**src/rtl/hsl_pkg.sv**
```systemverilog
// ----------------------------------------------------------------------------
// hsl_pkg
// Shared constants and codes for the hsl to rgb pixel converter.
// ----------------------------------------------------------------------------
package hsl_pkg;

    localparam int FRAC_BITS_DEF   = 16;
    localparam int QUEUE_DEPTH_DEF = 4;
    localparam int S_DATA_W        = 72;
    localparam int M_DATA_W        = 64;

    // packing and scale of the result word
    typedef enum logic [1:0] {
        LAYOUT_BGRA8  = 2'd0,
        LAYOUT_ARGB8  = 2'd1,
        LAYOUT_BGRA16 = 2'd2,
        LAYOUT_ARGB16 = 2'd3
    } layout_t;

    // which part of the hue curve a channel falls on
    typedef enum logic [1:0] {
        SEG_RISE = 2'd0,
        SEG_TOP  = 2'd1,
        SEG_FALL = 2'd2,
        SEG_BASE = 2'd3
    } segment_t;

endpackage

```
**src/rtl/hsl_to_rgb_pixel_converter.sv**
```systemverilog
// ----------------------------------------------------------------------------
// hsl_to_rgb_pixel_converter
// Streaming hsl to rgb converter with selectable output packing.
// ----------------------------------------------------------------------------
// usage:
//   pixels enter on the s_ stream: one word carries hue, saturation,
//   lightness and alpha, s_tlast marks the last pixel of a frame.
//   results leave on the m_ stream as two packed 32-bit words, m_tlast
//   copies the frame marker.
//   cfg_valid/cfg_data select the layout (bgra/argb, 8 or 16 bit); write
//   it only while no pixel is in flight. cfg_ready is always high.
// timing:
//   one pixel per clock while m_tready stays high; an accepted pixel passes
//   the front input register, a queue slot, then five back stages ending in
//   the output register. the back multipliers set the stage count.
// reset and stalls:
//   aresetn clears all valid flags, the queue and the layout (bgra 8-bit).
//   a stalled m_tready holds the result; s_tready drops only once the
//   back stages, the queue and the front input register are all full.
// ----------------------------------------------------------------------------
module hsl_to_rgb_pixel_converter
    import hsl_pkg::*;
#(
    parameter int FRAC_BITS   = FRAC_BITS_DEF,
    parameter int QUEUE_DEPTH = QUEUE_DEPTH_DEF
) (
    input  logic                aclk,
    input  logic                aresetn,
    input  logic                s_tvalid,
    output logic                s_tready,
    // hue[15:0], saturation[32:16], lightness[49:33], alpha[65:50], zero pad
    input  logic [S_DATA_W-1:0] s_tdata,
    input  logic                s_tlast,
    output logic                m_tvalid,
    input  logic                m_tready,
    // word_low[31:0], word_high[63:32]
    output logic [M_DATA_W-1:0] m_tdata,
    output logic                m_tlast,
    input  logic                cfg_valid,
    output logic                cfg_ready,
    input  logic [1:0]          cfg_data
);

    localparam int ENTRY_W = 5 * FRAC_BITS + 30;

    layout_t            layout_reg;
    logic               fq_valid, fq_ready, qb_valid, qb_ready;
    logic [ENTRY_W-1:0] fq_data, qb_data;

    assign cfg_ready = 1'b1;

    always_ff @(posedge aclk) begin
        if (!aresetn) begin
            layout_reg <= LAYOUT_BGRA8;
        end else if (cfg_valid && cfg_ready) begin
            layout_reg <= layout_t'(cfg_data);
        end
    end

    hsl_front #(
        .FRAC_BITS (FRAC_BITS),
        .ENTRY_W   (ENTRY_W)
    ) u_front (
        .aclk     (aclk),
        .aresetn  (aresetn),
        .s_tvalid (s_tvalid),
        .s_tready (s_tready),
        .s_tdata  (s_tdata),
        .s_tlast  (s_tlast),
        .q_valid  (fq_valid),
        .q_ready  (fq_ready),
        .q_data   (fq_data)
    );

    hsl_queue #(
        .WIDTH (ENTRY_W),
        .DEPTH (QUEUE_DEPTH)
    ) u_queue (
        .aclk     (aclk),
        .aresetn  (aresetn),
        .wr_valid (fq_valid),
        .wr_ready (fq_ready),
        .wr_data  (fq_data),
        .rd_valid (qb_valid),
        .rd_ready (qb_ready),
        .rd_data  (qb_data)
    );

    hsl_back #(
        .FRAC_BITS (FRAC_BITS),
        .ENTRY_W   (ENTRY_W)
    ) u_back (
        .aclk     (aclk),
        .aresetn  (aresetn),
        .q_valid  (qb_valid),
        .q_ready  (qb_ready),
        .q_data   (qb_data),
        .layout   (layout_reg),
        .m_tvalid (m_tvalid),
        .m_tready (m_tready),
        .m_tdata  (m_tdata),
        .m_tlast  (m_tlast)
    );

endmodule

```
**src/rtl/hsl_front.sv**
```systemverilog
// ----------------------------------------------------------------------------
// hsl_front
// Takes pixels in, converts to internal fixed point and classifies each
// channel's hue position, producing one queue entry per pixel.
// ----------------------------------------------------------------------------
module hsl_front
    import hsl_pkg::*;
#(
    parameter int FRAC_BITS = FRAC_BITS_DEF,
    parameter int ENTRY_W   = 5 * FRAC_BITS + 30
) (
    input  logic                aclk,
    input  logic                aresetn,
    input  logic                s_tvalid,
    output logic                s_tready,
    // hue[15:0], saturation[32:16], lightness[49:33], alpha[65:50], zero pad
    input  logic [S_DATA_W-1:0] s_tdata,
    input  logic                s_tlast,
    output logic                q_valid,
    input  logic                q_ready,
    output logic [ENTRY_W-1:0]  q_data
);

    localparam int VW  = FRAC_BITS + 1;
    localparam int SHL = (FRAC_BITS >= 16) ? FRAC_BITS - 16 : 0;
    localparam int SHR = (FRAC_BITS < 16) ? 16 - FRAC_BITS : 0;
    localparam logic [VW-1:0] ONE   = VW'(64'd1 << FRAC_BITS);
    localparam logic [VW-1:0] THIRD = VW'((64'd1 << FRAC_BITS) / 3);
    localparam logic [VW+2:0] K1    = (VW+3)'(64'd1 << FRAC_BITS);
    localparam logic [VW+2:0] K3    = (VW+3)'((64'd3) << FRAC_BITS);
    localparam logic [VW+2:0] K4    = (VW+3)'((64'd4) << FRAC_BITS);
    localparam logic [16:0]   FULL  = 17'd65536;

    logic        valid_reg;
    logic [15:0] hue_reg;
    logic [16:0] sat_reg;
    logic [16:0] light_reg;
    logic [15:0] alpha_reg;
    logic        last_reg;

    logic [16:0]   sat_c, light_c;
    logic [VW-1:0] h, s, l, tr, tb;
    logic [VW:0]   tr_sum;
    logic          grey, low;
    segment_t      seg_r, seg_g, seg_b;
    logic [VW-1:0] m_r, m_g, m_b;

    function automatic logic [VW-1:0] to_fixed(input logic [16:0] x);
        logic [FRAC_BITS+16:0] t;
        t = {{FRAC_BITS{1'b0}}, x} << SHL;
        return VW'(t >> SHR);
    endfunction

    function automatic void classify(input logic [VW-1:0] t,
                                     output segment_t sg, output logic [VW-1:0] m);
        logic [VW+2:0] t6;
        t6 = ({3'b000, t} << 2) + ({3'b000, t} << 1);
        if (t6 < K1) begin
            sg = SEG_RISE;
            m  = VW'(t6);
        end else if (t6 < K3) begin
            sg = SEG_TOP;
            m  = '0;
        end else if (t6 < K4) begin
            sg = SEG_FALL;
            m  = VW'(K4 - t6);
        end else begin
            sg = SEG_BASE;
            m  = '0;
        end
    endfunction

    assign s_tready = !valid_reg || q_ready;
    assign q_valid  = valid_reg;

    always_ff @(posedge aclk) begin
        if (!aresetn) begin
            valid_reg <= 1'b0;
        end else if (s_tready) begin
            valid_reg <= s_tvalid;
        end
    end

    always_ff @(posedge aclk) begin
        if (s_tready && s_tvalid) begin
            hue_reg   <= s_tdata[15:0];
            sat_reg   <= s_tdata[32:16];
            light_reg <= s_tdata[49:33];
            alpha_reg <= s_tdata[65:50];
            last_reg  <= s_tlast;
        end
    end

    always_comb begin
        sat_c   = (sat_reg > FULL) ? FULL : sat_reg;
        light_c = (light_reg > FULL) ? FULL : light_reg;
        h = to_fixed({1'b0, hue_reg});
        s = to_fixed(sat_c);
        l = to_fixed(light_c);
        grey = (s == '0);
        low  = (l < (ONE >> 1));
        // red is a third ahead, blue a third behind, both wrapped
        tr_sum = {1'b0, h} + {1'b0, THIRD};
        tr = (tr_sum > {1'b0, ONE}) ? VW'(tr_sum - {1'b0, ONE}) : VW'(tr_sum);
        tb = (h >= THIRD) ? (h - THIRD) : (h + ONE - THIRD);
        classify(tr, seg_r, m_r);
        classify(h, seg_g, m_g);
        classify(tb, seg_b, m_b);
    end

    assign q_data = {last_reg, alpha_reg, m_b, m_g, m_r,
                     seg_b, seg_g, seg_r, low, grey, s, l};

endmodule

```
**src/rtl/hsl_queue.sv**
```systemverilog
// ----------------------------------------------------------------------------
// hsl_queue
// Small first-in first-out queue between the front and back parts.
// ----------------------------------------------------------------------------
module hsl_queue
    import hsl_pkg::*;
#(
    parameter int WIDTH = 8,
    parameter int DEPTH = QUEUE_DEPTH_DEF
) (
    input  logic             aclk,
    input  logic             aresetn,
    input  logic             wr_valid,
    output logic             wr_ready,
    input  logic [WIDTH-1:0] wr_data,
    output logic             rd_valid,
    input  logic             rd_ready,
    output logic [WIDTH-1:0] rd_data
);

    localparam int PW = (DEPTH > 1) ? $clog2(DEPTH) : 1;
    localparam int CW = $clog2(DEPTH + 1);

    logic [WIDTH-1:0] entry_reg [DEPTH];
    logic [PW-1:0]    wr_ptr_reg, rd_ptr_reg;
    logic [CW-1:0]    count_reg;
    logic             push, pop;

    assign wr_ready = (count_reg != CW'(DEPTH));
    assign rd_valid = (count_reg != '0);
    assign rd_data  = entry_reg[rd_ptr_reg];
    assign push     = wr_valid && wr_ready;
    assign pop      = rd_valid && rd_ready;

    always_ff @(posedge aclk) begin
        if (!aresetn) begin
            wr_ptr_reg <= '0;
            rd_ptr_reg <= '0;
            count_reg  <= '0;
        end else begin
            if (push) begin
                wr_ptr_reg <= (wr_ptr_reg == PW'(DEPTH - 1)) ? '0 : wr_ptr_reg + 1'b1;
            end
            if (pop) begin
                rd_ptr_reg <= (rd_ptr_reg == PW'(DEPTH - 1)) ? '0 : rd_ptr_reg + 1'b1;
            end
            if (push && !pop) begin
                count_reg <= count_reg + 1'b1;
            end else if (pop && !push) begin
                count_reg <= count_reg - 1'b1;
            end
        end
    end

    always_ff @(posedge aclk) begin
        if (push) begin
            entry_reg[wr_ptr_reg] <= wr_data;
        end
    end

endmodule

```
**src/rtl/hsl_back.sv**
```systemverilog
// ----------------------------------------------------------------------------
// hsl_back
// Forms the helper levels, evaluates each channel, scales, clamps and packs
// the result word, in a stallable pipeline ending in the output register.
// ----------------------------------------------------------------------------
module hsl_back
    import hsl_pkg::*;
#(
    parameter int FRAC_BITS = FRAC_BITS_DEF,
    parameter int ENTRY_W   = 5 * FRAC_BITS + 30
) (
    input  logic                aclk,
    input  logic                aresetn,
    input  logic                q_valid,
    output logic                q_ready,
    input  logic [ENTRY_W-1:0]  q_data,
    input  layout_t             layout,
    output logic                m_tvalid,
    input  logic                m_tready,
    // word_low[31:0], word_high[63:32]
    output logic [M_DATA_W-1:0] m_tdata,
    output logic                m_tlast
);

    localparam int VW = FRAC_BITS + 1;
    localparam logic [VW-1:0] ONE = VW'(64'd1 << FRAC_BITS);

    // queue entry fields
    logic [VW-1:0] e_l, e_s, e_m_r, e_m_g, e_m_b;
    logic          e_grey, e_low, e_last;
    logic [1:0]    e_seg_r, e_seg_g, e_seg_b;
    logic [15:0]   e_alpha;

    assign {e_last, e_alpha, e_m_b, e_m_g, e_m_r,
            e_seg_b, e_seg_g, e_seg_r, e_low, e_grey, e_s, e_l} = q_data;

    logic v1_reg, v2_reg, v3_reg, v4_reg, vo_reg;
    logic rdy1, rdy2, rdy3, rdy4, rdyo;

    assign rdyo    = !vo_reg || m_tready;
    assign rdy4    = !v4_reg || rdyo;
    assign rdy3    = !v3_reg || rdy4;
    assign rdy2    = !v2_reg || rdy3;
    assign rdy1    = !v1_reg || rdy2;
    assign q_ready = rdy1;

    always_ff @(posedge aclk) begin
        if (!aresetn) begin
            v1_reg <= 1'b0;
            v2_reg <= 1'b0;
            v3_reg <= 1'b0;
            v4_reg <= 1'b0;
            vo_reg <= 1'b0;
        end else begin
            if (rdy1) v1_reg <= q_valid;
            if (rdy2) v2_reg <= v1_reg;
            if (rdy3) v3_reg <= v2_reg;
            if (rdy4) v4_reg <= v3_reg;
            if (rdyo) vo_reg <= v4_reg;
        end
    end

    // stage 1: product for the upper helper level
    logic [VW:0]     mb;
    logic [2*VW:0]   prod1_reg;
    logic [VW-1:0]   l1_reg, s1_reg, m_r1_reg, m_g1_reg, m_b1_reg;
    logic            grey1_reg, low1_reg, last1_reg;
    segment_t        seg_r1_reg, seg_g1_reg, seg_b1_reg;
    logic [15:0]     alpha1_reg;

    assign mb = e_low ? ({1'b0, ONE} + {1'b0, e_s}) : {1'b0, e_s};

    always_ff @(posedge aclk) begin
        if (rdy1) begin
            prod1_reg  <= {{(VW+1){1'b0}}, e_l} * {{VW{1'b0}}, mb};
            l1_reg     <= e_l;
            s1_reg     <= e_s;
            grey1_reg  <= e_grey;
            low1_reg   <= e_low;
            seg_r1_reg <= segment_t'(e_seg_r);
            seg_g1_reg <= segment_t'(e_seg_g);
            seg_b1_reg <= segment_t'(e_seg_b);
            m_r1_reg   <= e_m_r;
            m_g1_reg   <= e_m_g;
            m_b1_reg   <= e_m_b;
            alpha1_reg <= e_alpha;
            last1_reg  <= e_last;
        end
    end

    // stage 2: helper levels q, p and their span
    logic [VW:0]   qs, q_wide;
    logic [VW-1:0] q_c, p_c;
    logic [VW-1:0] q2_reg, p2_reg, d2_reg, l2_reg, m_r2_reg, m_g2_reg, m_b2_reg;
    logic          grey2_reg, last2_reg;
    segment_t      seg_r2_reg, seg_g2_reg, seg_b2_reg;
    logic [15:0]   alpha2_reg;

    always_comb begin
        qs     = (VW+1)'(prod1_reg >> FRAC_BITS);
        q_wide = low1_reg ? qs : ({1'b0, l1_reg} + {1'b0, s1_reg} - qs);
        q_c    = VW'(q_wide);
        p_c    = VW'({l1_reg, 1'b0} - {1'b0, q_c});
    end

    always_ff @(posedge aclk) begin
        if (rdy2) begin
            q2_reg     <= q_c;
            p2_reg     <= p_c;
            d2_reg     <= q_c - p_c;
            l2_reg     <= l1_reg;
            grey2_reg  <= grey1_reg;
            seg_r2_reg <= seg_r1_reg;
            seg_g2_reg <= seg_g1_reg;
            seg_b2_reg <= seg_b1_reg;
            m_r2_reg   <= m_r1_reg;
            m_g2_reg   <= m_g1_reg;
            m_b2_reg   <= m_b1_reg;
            alpha2_reg <= alpha1_reg;
            last2_reg  <= last1_reg;
        end
    end

    // stage 3: ramp products, one per channel
    logic [2*VW-1:0] pr_r3_reg, pr_g3_reg, pr_b3_reg;
    logic [VW-1:0]   q3_reg, p3_reg, l3_reg;
    logic            grey3_reg, last3_reg;
    segment_t        seg_r3_reg, seg_g3_reg, seg_b3_reg;
    logic [15:0]     alpha3_reg;

    always_ff @(posedge aclk) begin
        if (rdy3) begin
            pr_r3_reg  <= {{VW{1'b0}}, d2_reg} * {{VW{1'b0}}, m_r2_reg};
            pr_g3_reg  <= {{VW{1'b0}}, d2_reg} * {{VW{1'b0}}, m_g2_reg};
            pr_b3_reg  <= {{VW{1'b0}}, d2_reg} * {{VW{1'b0}}, m_b2_reg};
            q3_reg     <= q2_reg;
            p3_reg     <= p2_reg;
            l3_reg     <= l2_reg;
            grey3_reg  <= grey2_reg;
            seg_r3_reg <= seg_r2_reg;
            seg_g3_reg <= seg_g2_reg;
            seg_b3_reg <= seg_b2_reg;
            alpha3_reg <= alpha2_reg;
            last3_reg  <= last2_reg;
        end
    end

    // stage 4: channel levels
    function automatic logic [VW-1:0] level(input segment_t sg, input logic [2*VW-1:0] pr,
                                            input logic [VW-1:0] q, input logic [VW-1:0] p);
        logic [VW-1:0] ramp;
        ramp = p + VW'(pr >> FRAC_BITS);
        case (sg)
            SEG_RISE: return ramp;
            SEG_TOP:  return q;
            SEG_FALL: return ramp;
            default:  return p;
        endcase
    endfunction

    logic [VW-1:0] vr4_reg, vg4_reg, vb4_reg;
    logic [15:0]   alpha4_reg;
    logic          last4_reg;

    always_ff @(posedge aclk) begin
        if (rdy4) begin
            vr4_reg    <= grey3_reg ? l3_reg : level(seg_r3_reg, pr_r3_reg, q3_reg, p3_reg);
            vg4_reg    <= grey3_reg ? l3_reg : level(seg_g3_reg, pr_g3_reg, q3_reg, p3_reg);
            vb4_reg    <= grey3_reg ? l3_reg : level(seg_b3_reg, pr_b3_reg, q3_reg, p3_reg);
            alpha4_reg <= alpha3_reg;
            last4_reg  <= last3_reg;
        end
    end

    // stage 5: scale, clamp and pack into the output register
    function automatic logic [15:0] to_code(input logic [VW-1:0] v, input logic wide);
        logic [VW+8:0]  s8;
        logic [VW+8:0]  c8;
        logic [VW+14:0] c16;
        s8  = ({9'd0, v} << 8) - {9'd0, v};
        c8  = s8 >> FRAC_BITS;
        c16 = ({15'd0, v} << 15) >> FRAC_BITS;
        if (wide) begin
            return (c16 > (VW+15)'(32768)) ? 16'd32768 : 16'(c16);
        end
        return (c8 > (VW+9)'(255)) ? 16'd255 : 16'(c8);
    endfunction

    logic        wide;
    logic [15:0] r, g, b;
    logic [7:0]  a8;
    logic [31:0] lo, hi;
    logic [M_DATA_W-1:0] tdata_reg;
    logic        tlast_reg;

    always_comb begin
        wide = (layout == LAYOUT_BGRA16) || (layout == LAYOUT_ARGB16);
        r  = to_code(vr4_reg, wide);
        g  = to_code(vg4_reg, wide);
        b  = to_code(vb4_reg, wide);
        a8 = alpha4_reg[7:0];
        case (layout)
            LAYOUT_BGRA8: begin
                lo = {a8, r[7:0], g[7:0], b[7:0]};
                hi = '0;
            end
            LAYOUT_ARGB8: begin
                lo = {b[7:0], g[7:0], r[7:0], a8};
                hi = '0;
            end
            LAYOUT_BGRA16: begin
                lo = {g, b};
                hi = {alpha4_reg, r};
            end
            default: begin
                lo = {r, alpha4_reg};
                hi = {b, g};
            end
        endcase
    end

    always_ff @(posedge aclk) begin
        if (rdyo) begin
            tdata_reg <= {hi, lo};
            tlast_reg <= last4_reg;
        end
    end

    assign m_tvalid = vo_reg;
    assign m_tdata  = tdata_reg;
    assign m_tlast  = tlast_reg;

endmodule

```
**config.mk**
```make
export PLATFORM = sky130hd
export DESIGN_NAME = hsl_to_rgb_pixel_converter
export DESIGN_NICKNAME = d
export VERILOG_FILES = /design/src/rtl/hsl_pkg.sv /design/src/rtl/hsl_to_rgb_pixel_converter.sv /design/src/rtl/hsl_front.sv /design/src/rtl/hsl_queue.sv /design/src/rtl/hsl_back.sv
export SDC_FILE = /design/constraint.sdc
export NUM_CORES = 2
export LEC_CHECK = 0
export BUFFER_PORTS_ARGS = -buffer_cell sky130_fd_sc_hd__buf_2
export CAP_MARGIN = 30
export CORE_MARGIN = 5
export CORE_UTILIZATION = 25
export DETAILED_ROUTE_END_ITERATION = 12
export GPL_ROUTABILITY_DRIVEN = 0
export PLACE_DENSITY = 0.48
export SLEW_MARGIN = 10
export SYNTH_ARGS = -nofsm -noshare
export SYNTH_HDL_FRONTEND = slang
export SYNTH_SLANG_ARGS = --single-unit
```
**constraint.sdc**
```tcl
create_clock -name aclk -period 24.2 [get_ports aclk]
set_input_delay 2.42 -clock aclk [delete_from_list [all_inputs] [get_ports aclk]]
set_output_delay 2.42 -clock aclk [all_outputs]
set_load 0.02 [all_outputs]
```
==> out/metrics.cfg <==
[die]
row_count = 210
die_w_um = 583
core_mm2 = 0.327
fp.dieH_um = 583
ios = 148
initial_core_util_pct = 25.1
dieArea_mm2 = 0.340

[worst_setup_path]
critPathKind = reg2reg
critPathMaxFanout = 39
worstSetupEndpointType = flip-flop
required_ns = 24.69
cp-start-kind = flip-flop
arrival_ns = 9.99
r2r_slack_ns = 14.70

[route]
wl_per_cell_um = 18.2
route.detailed.drc = 0
finalWirelength_mm = 215
via_per_inst = 4.43
drtIter0Drc = 2891
num_vias = 52364
postRouteAntennaNets = 0
dr.pass1.iters = 5

[grt]
antenna_found_initial = 29
grt_pass1_vias = 55810
grt_max_degree = 73
track_usage_pct = 12.6
gr-total-overflow = 0
grt_first_pass_wirelength_mm = 336

[logic_synthesis]
synth_ff_type = edfxtp_1
synth.avg_cell_area_um2 = 11.3
synth_warnings = 0
synth-async-reset-ratio_pct = 0
ys_seq_area_share_pct = 37.6
synth_edf_count = 1015
synth-seq-cells = 1032
syn_inst = 7289
yosysUniqueCellTypes = 102
syn-cell-area_mm2 = 0.0820

[final_layout]
finalNonFillerCells = 11823
seq_area_mm2 = 0.0308
fill_cells = 33754
largest_reg_flops = 428
nNetsFinal = 8940
area_delta_synth_final_pct = 12.2
drive_above_1_share_pct = 7.79
multiInputGateArea_mm2 = 0.0455
layout_commonest_cell = inv_1
final_cell_mix = inv_1 (1,265), edfxtp_1 (1,015), nand2_1 (882)
fin_area_mm2 = 0.0920

[placed_design]
port_buffers = 140
hpwl_mm = 160
place_inst = 11589
postPlaceCellArea_mm2 = 0.0877

[flow_run]
maxCapViolations = 0

[timing]
setup_tns_ns = 0
fmax_mhz = 105
finalMaxSlewViolations = 0
fin_crit_sh_pct = 39.3
worstMarginPinSlew_ns = 0.985
max_slew_margin_pct = 34.3
skew_ns = 0.0503
setup_violations = 0
rsz0062_at_grt = false
fin_crit_ns = 9.50
finalHoldViolations = 0

[outcome]
status = finished, final reports clean

[cts]
holdBufCountCts = 0
cts_setup_buffers = 0
cts_root_buffer = clkbuf_16
path_clk_slew_ns = 0.06
ctsResizeCount = 0
cts_buffers = 118
clock_path_buffers = 3
clk_latency_ns = 0.79
tritoncts = yes
htreeDepth = 3
clkSinkCount = 1032

[hold_path]
hp-class = reg2reg

==> path summary, 6_finish.rpt <==
path | startpoint | endpoint | depth (start not counted)
setup / recovery | flip-flop | u_back.prod1_reg[32] | 22
hold / removal | u_back.p2_reg[3] | u_back.p3_reg[3] | 0
setup reg to reg | flip-flop | u_back.prod1_reg[32] | 22
hold reg to reg | u_back.p2_reg[3] | u_back.p3_reg[3] | 0
==> cells in the mapped netlist (88+ instances only) <==
master,instances,area [µm²]
inv_1,1268,4760
edfxtp_1,1015,30500
nand2_1,884,3320
fa_1,868,17400
ha_1,624,7810
and2_1,360,2250
nor2_1,244,916
a21oi_1,233,1170
clkbuf_1,222,833
xnor2_1,211,1850
o21ai_0,143,716
mux4_2,100,2250
nand3_1,88,440
==> final cells by class <==
type | count | area share, %
diodes | 7 | 0.0190
clock buffers | 128 | 3.25
clock inverters | 94 | 1.30
inverters | 1271 | 5.19
multi-input cells | 4743 | 49.5
flip-flops and latches | 1032 | 33.5
well taps | 4346 | 5.91
repair buffers | 202 | 1.34
==> kinds of logic after synthesis <==
group | share of synthesized area, %
compound gates | 6.41
flops | 37.6
other cells | 0.00916
xor+xnor | 2.98
fa+ha+maj | 30.7
simple gates | 11.4
buf+inv | 7.14
mux | 3.77
==> layer usage <==
layer / global-route usage, % / vias to the layer above / wire (µm)
met5: 0 / - / 47
met4: 3.42 / 6 / 5390
met3: 1.70 / 297 / 9720
met2: 21.1 / 1129 / 101000
met1: 17.2 / 26670 / 98400
li1: - / 24262 / -
==> per-stage QoR <==
stage / hold slack (ns) / setup WS [ns] / util [%]
2_1_floorplan: 0.400 / 15.20 / -
3_3_place_gp: 0.404 / 14.60 / 26.8
3_5_place_dp: 0.405 / 14.49 / 26.8
4_1_cts: 0.393 / 14.47 / 28.1
5_1_grt: 0.396 / 14.13 / 28.1
6_report: 0.389 / 14.70 / 28.1
==> critical path, cell delays in order, from the launching register on <==
cell and delay (ns):
dfxtp_4 0.78, buf_4 0.76, mux4_2 0.63, ha_1 0.77, nand2_1 0.17, fa_1 0.55
fa_1 0.52, fa_1 0.52, inv_1 0.05, fa_1 0.51, fa_1 0.51, inv_1 0.05
fa_1 0.48, inv_1 0.04, ha_1 0.32, o2111a_1 0.26, a221o_1 0.33, a31oi_1 0.51
o21ai_0 0.37, o211ai_1 0.31, nand2_1 0.12, o41ai_1 0.42, xnor2_1 0.11
Power is left out: the tool's default activity adds up to more than one toggle a clock period on the data nets, which glitch-free logic cannot reach.
